$ cat src/design/lkvc_pkg.sv
// ----------------------------------------------------------------------------
// lkvc_pkg
// Shared constants and types for the LRU key-value cache.
// ----------------------------------------------------------------------------
package lkvc_pkg;

   localparam int KEY_W           = 32;
   localparam int VAL_W           = 32;
   localparam int CAP_W           = 5;
   localparam int MAX_ENTRIES_DEF = 16;

   localparam logic [CAP_W-1:0] CAP_RESET  = CAP_W'(16);
   localparam logic [VAL_W-1:0] MISS_VALUE = '1;

   // request kinds carried on req_tuser
   localparam logic OP_GET = 1'b0;
   localparam logic OP_PUT = 1'b1;

   typedef enum logic [3:0] {
      S_IDLE   = 4'b0001,
      S_SEARCH = 4'b0010,
      S_DECIDE = 4'b0100,
      S_TOUCH  = 4'b1000
   } state_type;

endpackage

$ cat src/design/lkvc_ram.sv
// ----------------------------------------------------------------------------
// lkvc_ram
// Simple dual-port synchronous RAM, one write and one registered read port.
// ----------------------------------------------------------------------------
module lkvc_ram
   import lkvc_pkg::*;
#(
   parameter int WIDTH = KEY_W,
   parameter int DEPTH = MAX_ENTRIES_DEF,
   parameter int AW    = (DEPTH > 1) ? $clog2(DEPTH) : 1
) (
   input  logic             clock,
   input  logic             we,
   input  logic [AW-1:0]    waddr,
   input  logic [WIDTH-1:0] wdata,
   input  logic [AW-1:0]    raddr,
   output logic [WIDTH-1:0] rdata
);

   logic [WIDTH-1:0] mem [DEPTH];
   logic [WIDTH-1:0] rdata_ff;

   always_ff @(posedge clock) begin
      if (we) begin
         mem[waddr] <= wdata;
      end
      rdata_ff <= mem[raddr];
   end

   assign rdata = rdata_ff;

endmodule

$ cat src/design/lru_key_value_cache.sv
// ----------------------------------------------------------------------------
// lru_key_value_cache
// Fully associative key-value store with least-recently-used replacement.
// ----------------------------------------------------------------------------
//
//  Channel | Ports                          | Word contents (low bit up)
//  --------+--------------------------------+----------------------------------
//  request | req_tvalid/tready/tdata/tuser  | tdata: key[31:0], value[63:32];
//          |                                | tuser: op (0 get, 1 put)
//  result  | rsp_tvalid/tready/tdata/tuser  | tdata: read_value; tuser: hit
//  config  | csr_we, csr_wdata              | capacity[4:0]
//
//  Flow: one request at a time. A hit or an update takes two sweeps
//  through the live entries of the entry memories, one read a cycle: a key
//  search, then a rank update that makes the touched entry most recent. A
//  get miss and a put of a new key into a non-full store skip the update.
//  Reset: synchronous; clears the fill count, so the store starts empty
//  without a clearing pass. Capacity returns to 16.
//  Stalls: a finished get result waits in the output register; the block
//  takes the next request meanwhile and holds only when a new get result
//  is ready while the old one has not been taken.
// ----------------------------------------------------------------------------
module lru_key_value_cache
   import lkvc_pkg::*;
#(
   parameter int MAX_ENTRIES = MAX_ENTRIES_DEF
) (
   input  logic                    clock,
   input  logic                    reset,
   // request
   input  logic                    req_tvalid,
   output logic                    req_tready,
   input  logic [KEY_W+VAL_W-1:0]  req_tdata,   // key[31:0], value[63:32]
   input  logic                    req_tuser,   // op
   // result
   output logic                    rsp_tvalid,
   input  logic                    rsp_tready,
   output logic signed [VAL_W-1:0] rsp_tdata,   // read_value[31:0]
   output logic                    rsp_tuser,   // hit
   // configuration
   input  logic                    csr_we,
   input  logic [CAP_W-1:0]        csr_wdata    // capacity[4:0]
);

   localparam int IDX_W = (MAX_ENTRIES > 1) ? $clog2(MAX_ENTRIES) : 1;
   localparam int CNT_W = $clog2(MAX_ENTRIES + 1);
   localparam int CMP_W = (CNT_W > CAP_W) ? CNT_W : CAP_W;
   localparam int KV_W  = KEY_W + VAL_W;

   // control state
   state_type          state_ff, state_in;
   logic [CNT_W-1:0]   fill_ff, fill_in;
   logic [CAP_W-1:0]   cap_ff, cap_in;
   logic               chk_valid_ff, chk_valid_in;
   logic               rsp_valid_ff, rsp_valid_in;

   // payload state
   logic               op_ff, op_in;
   logic [KEY_W-1:0]   key_ff, key_in;
   logic [VAL_W-1:0]   value_ff, value_in;
   logic [CNT_W-1:0]   scan_ff, scan_in;
   logic [IDX_W-1:0]   chk_idx_ff, chk_idx_in;
   logic               found_ff, found_in;
   logic [IDX_W-1:0]   slot_ff, slot_in;
   logic [IDX_W-1:0]   rank_hit_ff, rank_hit_in;
   logic [IDX_W-1:0]   victim_ff, victim_in;
   logic [VAL_W-1:0]   hit_value_ff, hit_value_in;
   logic               rsp_hit_ff, rsp_hit_in;
   logic [VAL_W-1:0]   rsp_data_ff, rsp_data_in;

   // memory ports
   logic               kv_we;
   logic [IDX_W-1:0]   kv_waddr;
   logic [KV_W-1:0]    kv_wdata;
   logic [KV_W-1:0]    kv_rdata;
   logic               rank_we;
   logic [IDX_W-1:0]   rank_waddr;
   logic [IDX_W-1:0]   rank_wdata;
   logic [IDX_W-1:0]   rank_rdata;
   logic [IDX_W-1:0]   scan_idx;

   // effective capacity: zero counts as one, clamp at the memory depth
   logic [CMP_W-1:0]   cap_nz;
   logic [CMP_W-1:0]   cap_eff;
   logic               store_full;
   logic [CNT_W-1:0]   fill_m1;
   logic               rsp_free;

   assign scan_idx   = scan_ff[IDX_W-1:0];
   assign fill_m1    = fill_ff - CNT_W'(1);
   assign cap_nz     = (cap_ff == '0) ? CMP_W'(1) : CMP_W'(cap_ff);
   assign cap_eff    = (cap_nz > CMP_W'(MAX_ENTRIES)) ? CMP_W'(MAX_ENTRIES) : cap_nz;
   assign store_full = CMP_W'(fill_ff) >= cap_eff;
   assign rsp_free   = !rsp_valid_ff || rsp_tready;

   // key and value of each entry share one word: key low, value high
   lkvc_ram #(
      .WIDTH (KV_W),
      .DEPTH (MAX_ENTRIES),
      .AW    (IDX_W)
   ) u_kv_ram (
      .clock (clock),
      .we    (kv_we),
      .waddr (kv_waddr),
      .wdata (kv_wdata),
      .raddr (scan_idx),
      .rdata (kv_rdata)
   );

   // recency rank: 0 is least recent, fill-1 most recent
   lkvc_ram #(
      .WIDTH (IDX_W),
      .DEPTH (MAX_ENTRIES),
      .AW    (IDX_W)
   ) u_rank_ram (
      .clock (clock),
      .we    (rank_we),
      .waddr (rank_waddr),
      .wdata (rank_wdata),
      .raddr (scan_idx),
      .rdata (rank_rdata)
   );

   always_comb begin
      state_in     = state_ff;
      fill_in      = fill_ff;
      cap_in       = csr_we ? csr_wdata : cap_ff;
      chk_valid_in = 1'b0;
      rsp_valid_in = rsp_valid_ff && !rsp_tready;
      op_in        = op_ff;
      key_in       = key_ff;
      value_in     = value_ff;
      scan_in      = scan_ff;
      chk_idx_in   = chk_idx_ff;
      found_in     = found_ff;
      slot_in      = slot_ff;
      rank_hit_in  = rank_hit_ff;
      victim_in    = victim_ff;
      hit_value_in = hit_value_ff;
      rsp_hit_in   = rsp_hit_ff;
      rsp_data_in  = rsp_data_ff;

      kv_we        = 1'b0;
      kv_waddr     = slot_ff;
      kv_wdata     = {value_ff, key_ff};
      rank_we      = 1'b0;
      rank_waddr   = chk_idx_ff;
      rank_wdata   = rank_rdata;

      unique case (state_ff)
         S_IDLE: begin
            if (req_tvalid) begin
               op_in    = req_tuser;
               key_in   = req_tdata[KEY_W-1:0];
               value_in = req_tdata[KV_W-1:KEY_W];
               scan_in  = '0;
               found_in = 1'b0;
               state_in = S_SEARCH;
            end
         end

         S_SEARCH: begin
            // issue one read a cycle, compare the word that returns
            if (scan_ff < fill_ff) begin
               chk_valid_in = 1'b1;
               chk_idx_in   = scan_idx;
               scan_in      = scan_ff + CNT_W'(1);
            end
            if (chk_valid_ff) begin
               if (kv_rdata[KEY_W-1:0] == key_ff) begin
                  found_in     = 1'b1;
                  slot_in      = chk_idx_ff;
                  rank_hit_in  = rank_rdata;
                  hit_value_in = kv_rdata[KV_W-1:KEY_W];
               end
               if (rank_rdata == '0) begin
                  victim_in = chk_idx_ff;
               end
            end
            if (!(scan_ff < fill_ff) && !chk_valid_ff) begin
               state_in = S_DECIDE;
            end
         end

         S_DECIDE: begin
            scan_in = '0;
            if (op_ff == OP_GET) begin
               // hold until the output register can take the result
               if (rsp_free) begin
                  rsp_valid_in = 1'b1;
                  rsp_hit_in   = found_ff;
                  rsp_data_in  = found_ff ? hit_value_ff : MISS_VALUE;
                  state_in     = found_ff ? S_TOUCH : S_IDLE;
               end
            end else if (found_ff) begin
               kv_we    = 1'b1;
               state_in = S_TOUCH;
            end else if (store_full) begin
               // replace the least recent entry, then promote it
               kv_we       = 1'b1;
               kv_waddr    = victim_ff;
               slot_in     = victim_ff;
               rank_hit_in = '0;
               state_in    = S_TOUCH;
            end else begin
               // append as most recent
               kv_we      = 1'b1;
               kv_waddr   = fill_ff[IDX_W-1:0];
               rank_we    = 1'b1;
               rank_waddr = fill_ff[IDX_W-1:0];
               rank_wdata = fill_ff[IDX_W-1:0];
               fill_in    = fill_ff + CNT_W'(1);
               state_in   = S_IDLE;
            end
         end

         S_TOUCH: begin
            // read rank j while writing back rank j-1
            if (scan_ff < fill_ff) begin
               chk_valid_in = 1'b1;
               chk_idx_in   = scan_idx;
               scan_in      = scan_ff + CNT_W'(1);
            end
            if (chk_valid_ff) begin
               if (chk_idx_ff == slot_ff) begin
                  rank_we    = 1'b1;
                  rank_wdata = fill_m1[IDX_W-1:0];
               end else if (rank_rdata > rank_hit_ff) begin
                  rank_we    = 1'b1;
                  rank_wdata = rank_rdata - IDX_W'(1);
               end
            end
            if (!(scan_ff < fill_ff) && !chk_valid_ff) begin
               state_in = S_IDLE;
            end
         end

         default: begin
            state_in = S_IDLE;
         end
      endcase
   end

   always_ff @(posedge clock) begin
      if (reset) begin
         state_ff     <= S_IDLE;
         fill_ff      <= '0;
         cap_ff       <= CAP_RESET;
         chk_valid_ff <= 1'b0;
         rsp_valid_ff <= 1'b0;
      end else begin
         state_ff     <= state_in;
         fill_ff      <= fill_in;
         cap_ff       <= cap_in;
         chk_valid_ff <= chk_valid_in;
         rsp_valid_ff <= rsp_valid_in;
      end
   end

   always_ff @(posedge clock) begin
      op_ff        <= op_in;
      key_ff       <= key_in;
      value_ff     <= value_in;
      scan_ff      <= scan_in;
      chk_idx_ff   <= chk_idx_in;
      found_ff     <= found_in;
      slot_ff      <= slot_in;
      rank_hit_ff  <= rank_hit_in;
      victim_ff    <= victim_in;
      hit_value_ff <= hit_value_in;
      rsp_hit_ff   <= rsp_hit_in;
      rsp_data_ff  <= rsp_data_in;
   end

   assign req_tready = (state_ff == S_IDLE);
   assign rsp_tvalid = rsp_valid_ff;
   assign rsp_tdata  = rsp_data_ff;
   assign rsp_tuser  = rsp_hit_ff;

endmodule

$ cat config.mk
export PLATFORM = sky130hd
export DESIGN_NAME = lru_key_value_cache
export DESIGN_NICKNAME = d
export VERILOG_FILES = /design/src/design/lkvc_pkg.sv /design/src/design/lkvc_ram.sv /design/src/design/lru_key_value_cache.sv
export SDC_FILE = /design/constraint.sdc
export NUM_CORES = 1
export LEC_CHECK = 0
export BUFFER_PORTS_ARGS = -buffer_cell sky130_fd_sc_hd__buf_2
export CAP_MARGIN = 20
export CORE_ASPECT_RATIO = 1.75
export CORE_UTILIZATION = 54
export DETAILED_ROUTE_END_ITERATION = 10
export PLACE_DENSITY = 0.7
export SETUP_SLACK_MARGIN = 0.5
export SLEW_MARGIN = 20
export SYNTH_ARGS = -nofsm -noshare
export SYNTH_HDL_FRONTEND = slang
export SYNTH_SLANG_ARGS = --single-unit
$ cat constraint.sdc
create_clock -name clock -period 17.3 [get_ports clock]
set_clock_uncertainty 0.05 [all_clocks]
set_input_delay 3.46 -clock clock [delete_from_list [all_inputs] [get_ports clock]]
set_output_delay 3.46 -clock clock [all_outputs]
set_load 0.01 [all_outputs]
=== Word-level counts from Yosys, hierarchy flattened ===
Memories as Yosys holds them, arrays and structs flattened. A register that Yosys moved wholly into a read port is not among the register bits.
Index checks and enable logic that the tools add are counted.
W data, S select, Z words.

* $add $sub $neg: 4
* Magnitude comparators: 4
* Eq/ne operators: 16
* Muxes and demuxes: 62
* Bitwise operators: 4
* Reductions and logical operators: 24

{| class="wikitable"
|+ Operator list
! cell !! number
|-
| $mux W4 || 32
|-
| $eq A32 B32 Y1 || 1
|-
| $pmux W4 S2 || 3
|-
| $mux W5 || 4
|-
| $mux W1 || 19
|-
| $ne A2 B2 Y1 const B || 8
|-
| $pmux W4 S4 || 1
|-
| $pmux W5 S3 || 1
|-
| $reduce_and A3 Y1 || 4
|-
| $reduce_and A4 Y1 || 3
|-
| $add A5 B1 Y5 const B || 2
|-
| $sub A4 B1 Y4 const B || 2
|-
| $reduce_and A6 Y1 || 1
|-
| $ge A5 B5 Y1 || 1
|-
| $gt A5 B5 Y1 const B || 1
|-
| $logic_not A5 Y1 || 1
|-
| $lt A5 B5 Y1 || 1
|-
| $eq A4 B1 Y1 const B || 1
|-
| $eq A4 B2 Y1 const B || 1
|-
| $eq A4 B3 Y1 const B || 1
|-
| $eq A4 B4 Y1 || 1
|-
| $eq A4 B4 Y1 const B || 1
|-
| $gt A4 B4 Y1 || 1
|-
| $logic_not A1 Y1 || 4
|-
| other kinds (11) || 19
|}

* Register bits: 168
* Memory bits (writable): 1,088
* Bits of input ports: 75
* Output and inout bits: 35
* Word-level logic and storage cells: 133
* Memories: 2

{| class="wikitable"
|+ Memory list
! memory !! depth !! width !! rd ports !! clocked after memory_dff !! write ports !! line !! text
|-
| u_kv_ram.mem || 16 || 64 || 1 || 1 || 1 || lkvc_ram.sv:20 || <nowiki>logic [WIDTH-1:0] mem [DEPTH];</nowiki>
|-
| u_rank_ram.mem || 16 || 4 || 1 || 1 || 1 || lkvc_ram.sv:20 ||
|}

=== Longest topological paths before layout ===
Gate-level depths: netlist (run 1).

* Depth in word-level cells: 11
* Gate-level depth with buffers: 11
* Gate-level depth less buffers: 10

=== Cells and area by module ===
A second synthesis (run 1) with hierarchy kept.

* Cells, all modules: 2,263
* Area, all modules: 49,221.0 µm²

{| class="wikitable"
|+ By module, submodules not included
! module !! instances !! cells an instance !! area an instance (µm²) !! sequential area each (µm²)
|-
| lkvc_ram (u_kv_ram) || 1 || 1,647 || 39,581.7 || 32,030.7
|-
| lru_key_value_cache || 1 || 486 || 6,972.9 || 4,884.7
|-
| lkvc_ram (u_rank_ram) || 1 || 130 || 2,666.3 || 2,001.9
|}

=== Worst setup path before layout (run 1) ===
OpenSTA, ideal clock, no wires.

* Kind: reg-to-reg
* Start: register fill_ff[0]
* End: memory u_kv_ram.mem[13][0] (netlist bit) (enable)
* Library setup time: 0.565 ns
* Arrival: 6.473 ns
* Required time: 16.685 ns
* Path slack: 10.212 ns
* Cell stages (with the launch flop): 9
* Path buffers: 0
* Period minus slack after synthesis: 7.088 ns
* Path through: dfxtp_1 -> inv_1 -> ha_1 -> nor2b_1 -> o21ai_0 -> a311oi_4 -> nor2_1 -> o2111ai_1 -> nor3_1

* Word-level cells in the longest chain between the ends: 5

{| class="wikitable"
|+ RTL lines
! item !! line !! text
|-
| from (decl) || lru_key_value_cache.sv:52 || <nowiki>logic [CNT_W-1:0] fill_ff, fill_in;</nowiki>
|-
| from (signal assigned) || lru_key_value_cache.sv:253 || <nowiki>fill_ff <= fill_in;</nowiki>
|-
| $ge A5 B5 Y1 || lru_key_value_cache.sv:93 || <nowiki>assign store_full = CMP_W'(fill_ff) >= cap_eff;</nowiki>
|-
| $mux W4 (*) || lru_key_value_cache.sv:198 || <nowiki>end else if (store_full) begin</nowiki>
|-
| $mux W4 (*) || lru_key_value_cache.sv:195 || <nowiki>end else if (found_ff) begin</nowiki>
|-
| $mux W4 (*) || lru_key_value_cache.sv:187 || <nowiki>if (op_ff == OP_GET) begin</nowiki>
|-
| $mux W4 (*) || lru_key_value_cache.sv:150 || <nowiki>unique case (state_ff)</nowiki>
|-
| to (decl) || lkvc_ram.sv:20 ||
|}

Mark *: on every way between the ends. The rest lies on a longest branch, timed or not.

=== Final worst setup path (run 1) ===
* Start: register state_ff[1]
* End: output req_tready

* Word-level cells in the longest chain between the ends: 1

{| class="wikitable"
|+ RTL lines
! item !! line !! text
|-
| from (decl) || lru_key_value_cache.sv:51 || <nowiki>state_type state_ff, state_in;</nowiki>
|-
| from (signal assigned) || lru_key_value_cache.sv:252 || <nowiki>state_ff <= state_in;</nowiki>
|-
| $eq A4 B1 Y1 || lru_key_value_cache.sv:275 || <nowiki>assign req_tready = (state_ff == S_IDLE);</nowiki>
|-
| to (decl) || lru_key_value_cache.sv:32 || <nowiki>output logic req_tready,</nowiki>
|}

No other way between the ends.

==> results of run 1 <==
-- cells by family after synthesis --
kind of cell / count (synthesis) / synth area share
AO/OA/AOI/OAI: 72 / 0.0105
XOR/XNOR: 45 / 0.00800
flip-flops: 1324 / 0.790
multiplexers: 348 / 0.157
adder cells (fa/ha/maj): 18 / 0.00457
buffers and inverters: 113 / 0.00917
AND/OR/NAND/NOR: 200 / 0.0206
-- worst reg2reg max path: stages (launching register included) --
cell	delay (ns)
dfxtp_1	0.46
inv_1	0.20
ha_1	0.33
nor2b_1	0.15
o21ai_0	0.31
a311oi_4	0.80
nand3_1	0.37
a21o_2	0.37
nor2_4	0.73
buf_4	0.81
-- layout make-up --
class                           count  area, sq um  area share
Clock buffer                      142         3040      0.0549
Clock inverter                     71          840      0.0152
Inverter                           19         73.8     0.00133
Multi-Input combinational cell    683        10000       0.181
Sequential cell                  1324        38900       0.704
Tap cell                         1184         1480      0.0268
Timing Repair Buffer              156          927      0.0168
-- per-layer routing --
layer  GRT usage  share of wire  up-vias
met1       0.289           0.38    11700
met3      0.0326          0.053      164
met2       0.405           0.54      782
met4      0.0712          0.026        0
met5           0              0        -
li1            -              -     9231
-- where the power goes --
group / internal, mW / switching, mW / total, mW
sequential: 3.61 / 0.0787 / 3.68
combinational: 0.216 / 0.221 / 0.438
clock: 1.49 / 1.13 / 2.62
total: 5.31 / 1.43 / 6.75
-- how the worst min path moves through the flow --
stage	slack [ns]	endpoint	cells after the start
4_1_cts	0.35	hit_value_ff[17]	0
5_1_grt	0.36	hit_value_ff[20]	0
3_5_place_dp	0.34	hit_value_ff[20]	0
6_report	0.35	hit_value_ff[17]	0
3_3_place_gp	0.34	hit_value_ff[22]	0
2_1_floorplan	0.34	hit_value_ff[0]	0
-- flip-flops by register name, summed over array words and instances (netlist names), 32 cells and up --
name	flops
u_kv_ram.rdata	64
key_ff	32
hit_value_ff	32
u_kv_ram.mem	1024
rsp_tdata	32
u_rank_ram.mem	64
value_ff	32
-- stage by stage --
stage | setup slack, ns | total power, mW | utilization
4_1_cts | 11.64 | 6.80 | 0.612
2_1_floorplan | 10.21 | 4.05 | -
6_report | 11.70 | 6.75 | 0.612
3_3_place_gp | 11.92 | 4.18 | 0.569
5_1_grt | 11.48 | 6.94 | 0.612
3_5_place_dp | 11.88 | 4.20 | 0.569
-- cell usage in the layout, fill, tap and decap left out, drive strengths merged, types with 3 or more instances in the layout --
cell      Yosys  routed
a21o          6       6
a21oi        19      19
a311oi        4       4
a31o          3       3
a31oi         7       7
and2          3       3
buf          31     155
bufinv        0      16
clkbuf       63     143
clkinv        0      39
clkinvlp      0      12
dfxtp        84      84
edfxtp     1240    1240
ha           18      18
inv          19      23
mux2i         7       7
mux4        340     340
nand2        36      36
nand2b       35      35
nand3        12      12
nand4         9       9
nor2         62      62
nor2b         5       5
nor3         16      16
nor3b         4       4
nor4          3       3
nor4b         3       3
o211ai        5       5
o21a          3       3
o21ai         9       9
o22ai         3       3
or3           3       3
xnor2        30      30
xor2         15      15
==> run summary, run 1 <==
worst vdd rail ir drop = 0.109 mV
total standard cell area after synthesis = 49,300 sq um
Sum Neg Setup Slack = 0 ns
sum of net half-perimeters after detailed placement = 52.1 mm
number of synthesized flops with an enable pin = 1,240
total iterations of the first detailed-routing run = 5
Routed Antenna Nets = 0
Crit Path Category = flop to primary output
antenna fix cells = 0
top-level I/O count = 110
RSZ-0062 raised after global routing = false
share of the yosys chip area belonging to registers = 0.790
DRT iter0 DRCs = 2,136
most repeated cell in the gate-level netlist after synthesis = edfxtp_1
number of filler cells placed in the layout = 6,054
Setup crit start kind = flop
final clock period utilization by the worst path = 0.324
total leakage power = 17.3 nW
final setup violating endpoints = 0
Die Span Y = 402 um
biggest area consumer among synthesized cells = edfxtp_1
min-delay worst type = flop to flop
total routed wirelength = 102 mm
Final Hold Vio Count = 0
leading cell types by count after synthesis = edfxtp_1, mux4_2, dfxtp_1
highest achievable clock rate = 179 MHz
average cell area after synthesis = 23.2 sq um
Data required, critical path = 13.79 ns
Critical Path End = req_tready
cell count after synthesis = 2,120
CTS HTree Levels = 3
CTS Sinks = 1,324
fraction of final layout cells with drive strength greater than 1 = 0.297
CTS max path bufs = 3
start point of the worst hold path = u_kv_ram.rdata[49]
CP max FO = 9
worst slew slack as a fraction of its limit = 0.241
dominant cells by area after synthesis = edfxtp_1, mux4_2, dfxtp_1
combined buffer and inverter count along the critical path = 1
Synth Flop Type = edfxtp_1
vias per cell = 6.11
starting density of the core = 0.545
max-capacitance violation count = 0
largest net degree at the start of global routing = 151
total die area = 92,500 sq um
number of standard cells in the final layout excluding fillers = 3,579
via count = 21,900
final routed wire length divided by cell count = 28.6 um
cell count after placement = 3,365
first-pass GRT wire length = 152 mm
run status = finished, final reports clean
Yosys warnings = 0
critical path's largest stage delay = 0.72 ns
count of unresolved DRC violations after routing = 0
horizontal die dimension = 230 um
Clk Latency, worst-skew pair = 0.72 ns
Final Hold Slack = 0.353 ns
Port Buf Inserts = 109
FFs w/ async S/R, synth = 0
number of gates resized after cts = 0
fin nets = 2,389
slew at the pin with the worst max-slew slack = 1.14 ns
clock transition at the registers of the reported paths = 0.07 ns
Synthesized Nets = 2,213
depth of the most critical reg-to-reg path = 9
post-route minimum period = 5.60 ns
kind of end point of the critical path = primary output
cell area reported after detailed placement = 51,400 sq um
top cell type's share of synthesized area = 0.756
Layout Area Growth over Synthesis = 12.3%
post-route design area = 55,300 sq um
family of cells with the greatest summed delay on the critical path = simple AND/OR/NAND/NOR gates
hold buffer count at cts = 0
Distinct cells, synth = 59
flop-to-flop setup slack = 12.26 ns
final weighted congestion of routability-driven global placement = 0.807
Post-CTS Repair Setup Buffers = 0
total of flip-flops plus latches after synthesis = 1,324
slowest stage cell on the critical path = nor4b_1
CTS tree = built
number of antenna violations at the first check in global routing = 1
max-slew violation total from the final report = 0
number of rows created at floorplan = 146
number of buffers added by the clock tree synthesis step = 112
Crit path arrival time = 2.09 ns
area of the core region = 90,400 sq um
global-route total usage across every layer = 0.228
remaining global-route overflow = 0
worst reg2reg path startpoint = fill_ff[0]
total power divided by cell area = 122 nW/um^2
number of global-route vias before repair = 23,500
root buffer selected by CTS = clkbuf_16
first element of the critical path = state_ff[1]
Cell Chain, Critical Path = nor4b_1 > buf_2
R2R Path End = u_kv_ram.mem[3][39]
count of cell instances traversed by the critical path = 2
Note: power is estimated with default switching activity, not from simulation.
==> run 2, diff against run 1 <==
==> constraint.sdc (replaced) <==
create_clock -name clock -period 5.7 [get_ports clock]
set_clock_uncertainty 0.05 [all_clocks]
set_input_delay 1.14 -clock clock [delete_from_list [all_inputs] [get_ports clock]]
set_output_delay 1.14 -clock clock [all_outputs]
set_load 0.01 [all_outputs]
==> run 2 against run 1 <==
Clock power rose to 3.1 times the previous value. Sequential share of layout area down 0.32 points. Highest routed layer unchanged. Largest power group unchanged. First-iteration DRC count down 5.2%. Design area up 0.45%. Combinational power rose to 3.2 times the previous value. Cell count down 0.11%. Hold slack about the same. Routed wire length up 2.5%. Core utilization up 0.28 points.
==> run summary, run 2 (same netlist as run 1, synthesis figures left out) <==
area of the core region = 90,400 sq um (unchanged)
global-route total usage across every layer = 0.233 (+0.00516)
number of antenna violations at the first check in global routing = 1 (unchanged)
CTS Sinks = 1,324 (unchanged)
hold buffer count at cts = 0 (unchanged)
final core utilization = 0.614 (+0.00277)
slew at the pin with the worst max-slew slack = 1.11 ns (-0.0248 ns)
worst vdd rail ir drop = 0.319 mV (+190%)
max-slew violation total from the final report = 0 (unchanged)
vias per cell = 6.14 (+0.51%)
root buffer selected by CTS = clkbuf_16
cell count after placement = 3,369 (+0.12%)
Layout Area Growth over Synthesis = 12.8%
CTS max path bufs = 3 (unchanged)
Data required, critical path = 6.01 ns (-7.78 ns)
kind of end point of the critical path = flop
total iterations of the first detailed-routing run = 5 (unchanged)
Port Buf Inserts = 109 (unchanged)
worst slew slack as a fraction of its limit = 0.247 (+0.00607)
min-delay worst type = flop to flop
horizontal die dimension = 230 um (unchanged)
sum of net half-perimeters after detailed placement = 59.9 mm (+15%)
Cell Chain, Critical Path = inv_1 > ha_1 > nor2b_1 > o21ai_0 > a311oi_4 > o221ai_1 > nor2_4 > buf_4
Setup crit start kind = flop
total power divided by cell area = 372 nW/um^2 (+200%)
first-pass GRT wire length = 155 mm (+1.9%)
top-level I/O count = 110 (unchanged)
slowest stage cell on the critical path = a311oi_4
number of global-route vias before repair = 23,300 (-0.91%)
number of buffers added by the clock tree synthesis step = 109 (-2.7%)
critical path's largest stage delay = 0.81 ns (+0.09 ns)
most common library cell in the layout ignoring fill and taps = edfxtp_1
post-route minimum period = 4.61 ns
largest net degree at the start of global routing = 115 (-24%)
CTS HTree Levels = 3 (unchanged)
Clk Latency, worst-skew pair = 0.73 ns (about the same)
CP max FO = 27 (+18)
max-capacitance violation count = 0 (unchanged)
number of rows created at floorplan = 146 (unchanged)
Routed Antenna Nets = 0 (unchanged)
final routed wire length divided by cell count = 29.3 um (+2.6%)
final setup violating endpoints = 0 (unchanged)
largest register by flop count = u_kv_ram.mem
starting density of the core = 0.545 (unchanged)
via count = 21,900 (+0.39%)
RSZ-0062 raised after global routing = false
combined buffer and inverter count along the critical path = 2 (+1)
final clock period utilization by the worst path = 0.809
DRT iter0 DRCs = 2,024 (-5.2%)
total routed wirelength = 105 mm (+2.5%)
final setup margin = 1.09 ns (-10.61 ns)
number of flip-flops under the largest register name = 1,024 (unchanged)
number of gates resized after cts = 0 (unchanged)
Die Span Y = 402 um (unchanged)
Post-CTS Repair Setup Buffers = 0 (unchanged)
number of standard cells in the final layout excluding fillers = 3,575 (-0.11%)
fraction of final layout cells with drive strength greater than 1 = 0.299 (+0.00175)
run status = finished, final reports clean
Final Hold Vio Count = 0 (unchanged)
CTS tree = built
count of unresolved DRC violations after routing = 0 (unchanged)
remaining global-route overflow = 0 (unchanged)
family of cells with the greatest summed delay on the critical path = compound AO/OA/AOI/OAI gates
fin nets = 2,389 (unchanged)
clock transition at the registers of the reported paths = 0.07 ns (about the same)
total leakage power = 17.4 nW (+0.42%)
leading cell types in the layout, fill and taps excluded = edfxtp_1, mux4_2, clkbuf_16, buf_2, dfxtp_1
Crit path arrival time = 4.92 ns (+2.83 ns)
highest achievable clock rate = 217 MHz
antenna fix cells = 0 (unchanged)
minimum setup slack after placement = 1.08 ns (-10.79 ns)
Crit Path Category = flop to flop
final weighted congestion of routability-driven global placement = 0.866 (+7.4%)
total die area = 92,500 sq um (unchanged)
## run 2: stage by stage
step | TNS, ns | hold slack (ns) | area [sq um] | power, mW
after floorplan | -177.63 | 0.336 | 49300 | 12.3
after global routing | 0 | 0.359 | 55600 | 21.2
after CTS | 0 | 0.354 | 55600 | 20.8
after global placement | 0 | 0.337 | 51700 | 12.8
after detailed placement | 0 | 0.339 | 51700 | 12.8
final | 0 | 0.353 | 55600 | 20.7
## run 2: path summary, 6_finish.rpt
kind | slack (ns) | from | depth (start not counted) | to
max | 1.09 | fill_ff[0] | 8 | u_kv_ram.mem[6][62]
max reg2reg | 1.09 | fill_ff[0] | 8 | u_kv_ram.mem[6][62]
min | 0.35 | u_kv_ram.rdata[36] | 0 | hit_value_ff[4]
min reg2reg | 0.35 | u_kv_ram.rdata[36] | 0 | hit_value_ff[4]
## run 2: power by group
part	leakage [nW]	internal [mW]	total, mW	switching (mW)
Combinational	3.66	0.667	1.38	0.714
Sequential	11.9	10.9	11.2	0.278
Clock	1.88	4.59	8.06	3.47
## run 2: routing by layer
metal	up-vias	global-route usage	wire length, um
li1	9239	-	-
met1	11900	0.290	39000
met2	718	0.422	58300
met3	133	0.0322	5070
met4	0	0.0687	2430
met5	-	0	0
## run 2: cell type report
type                            instances  area, sq um
Fill cell                            6049        34900
Clock inverter                         75         1030
Timing Repair Buffer                  159         1170
Inverter                               19         73.8
Tap cell                             1184         1480
Multi-Input combinational cell        683        10000
Sequential cell                      1324        38900
Clock buffer                          131         2870
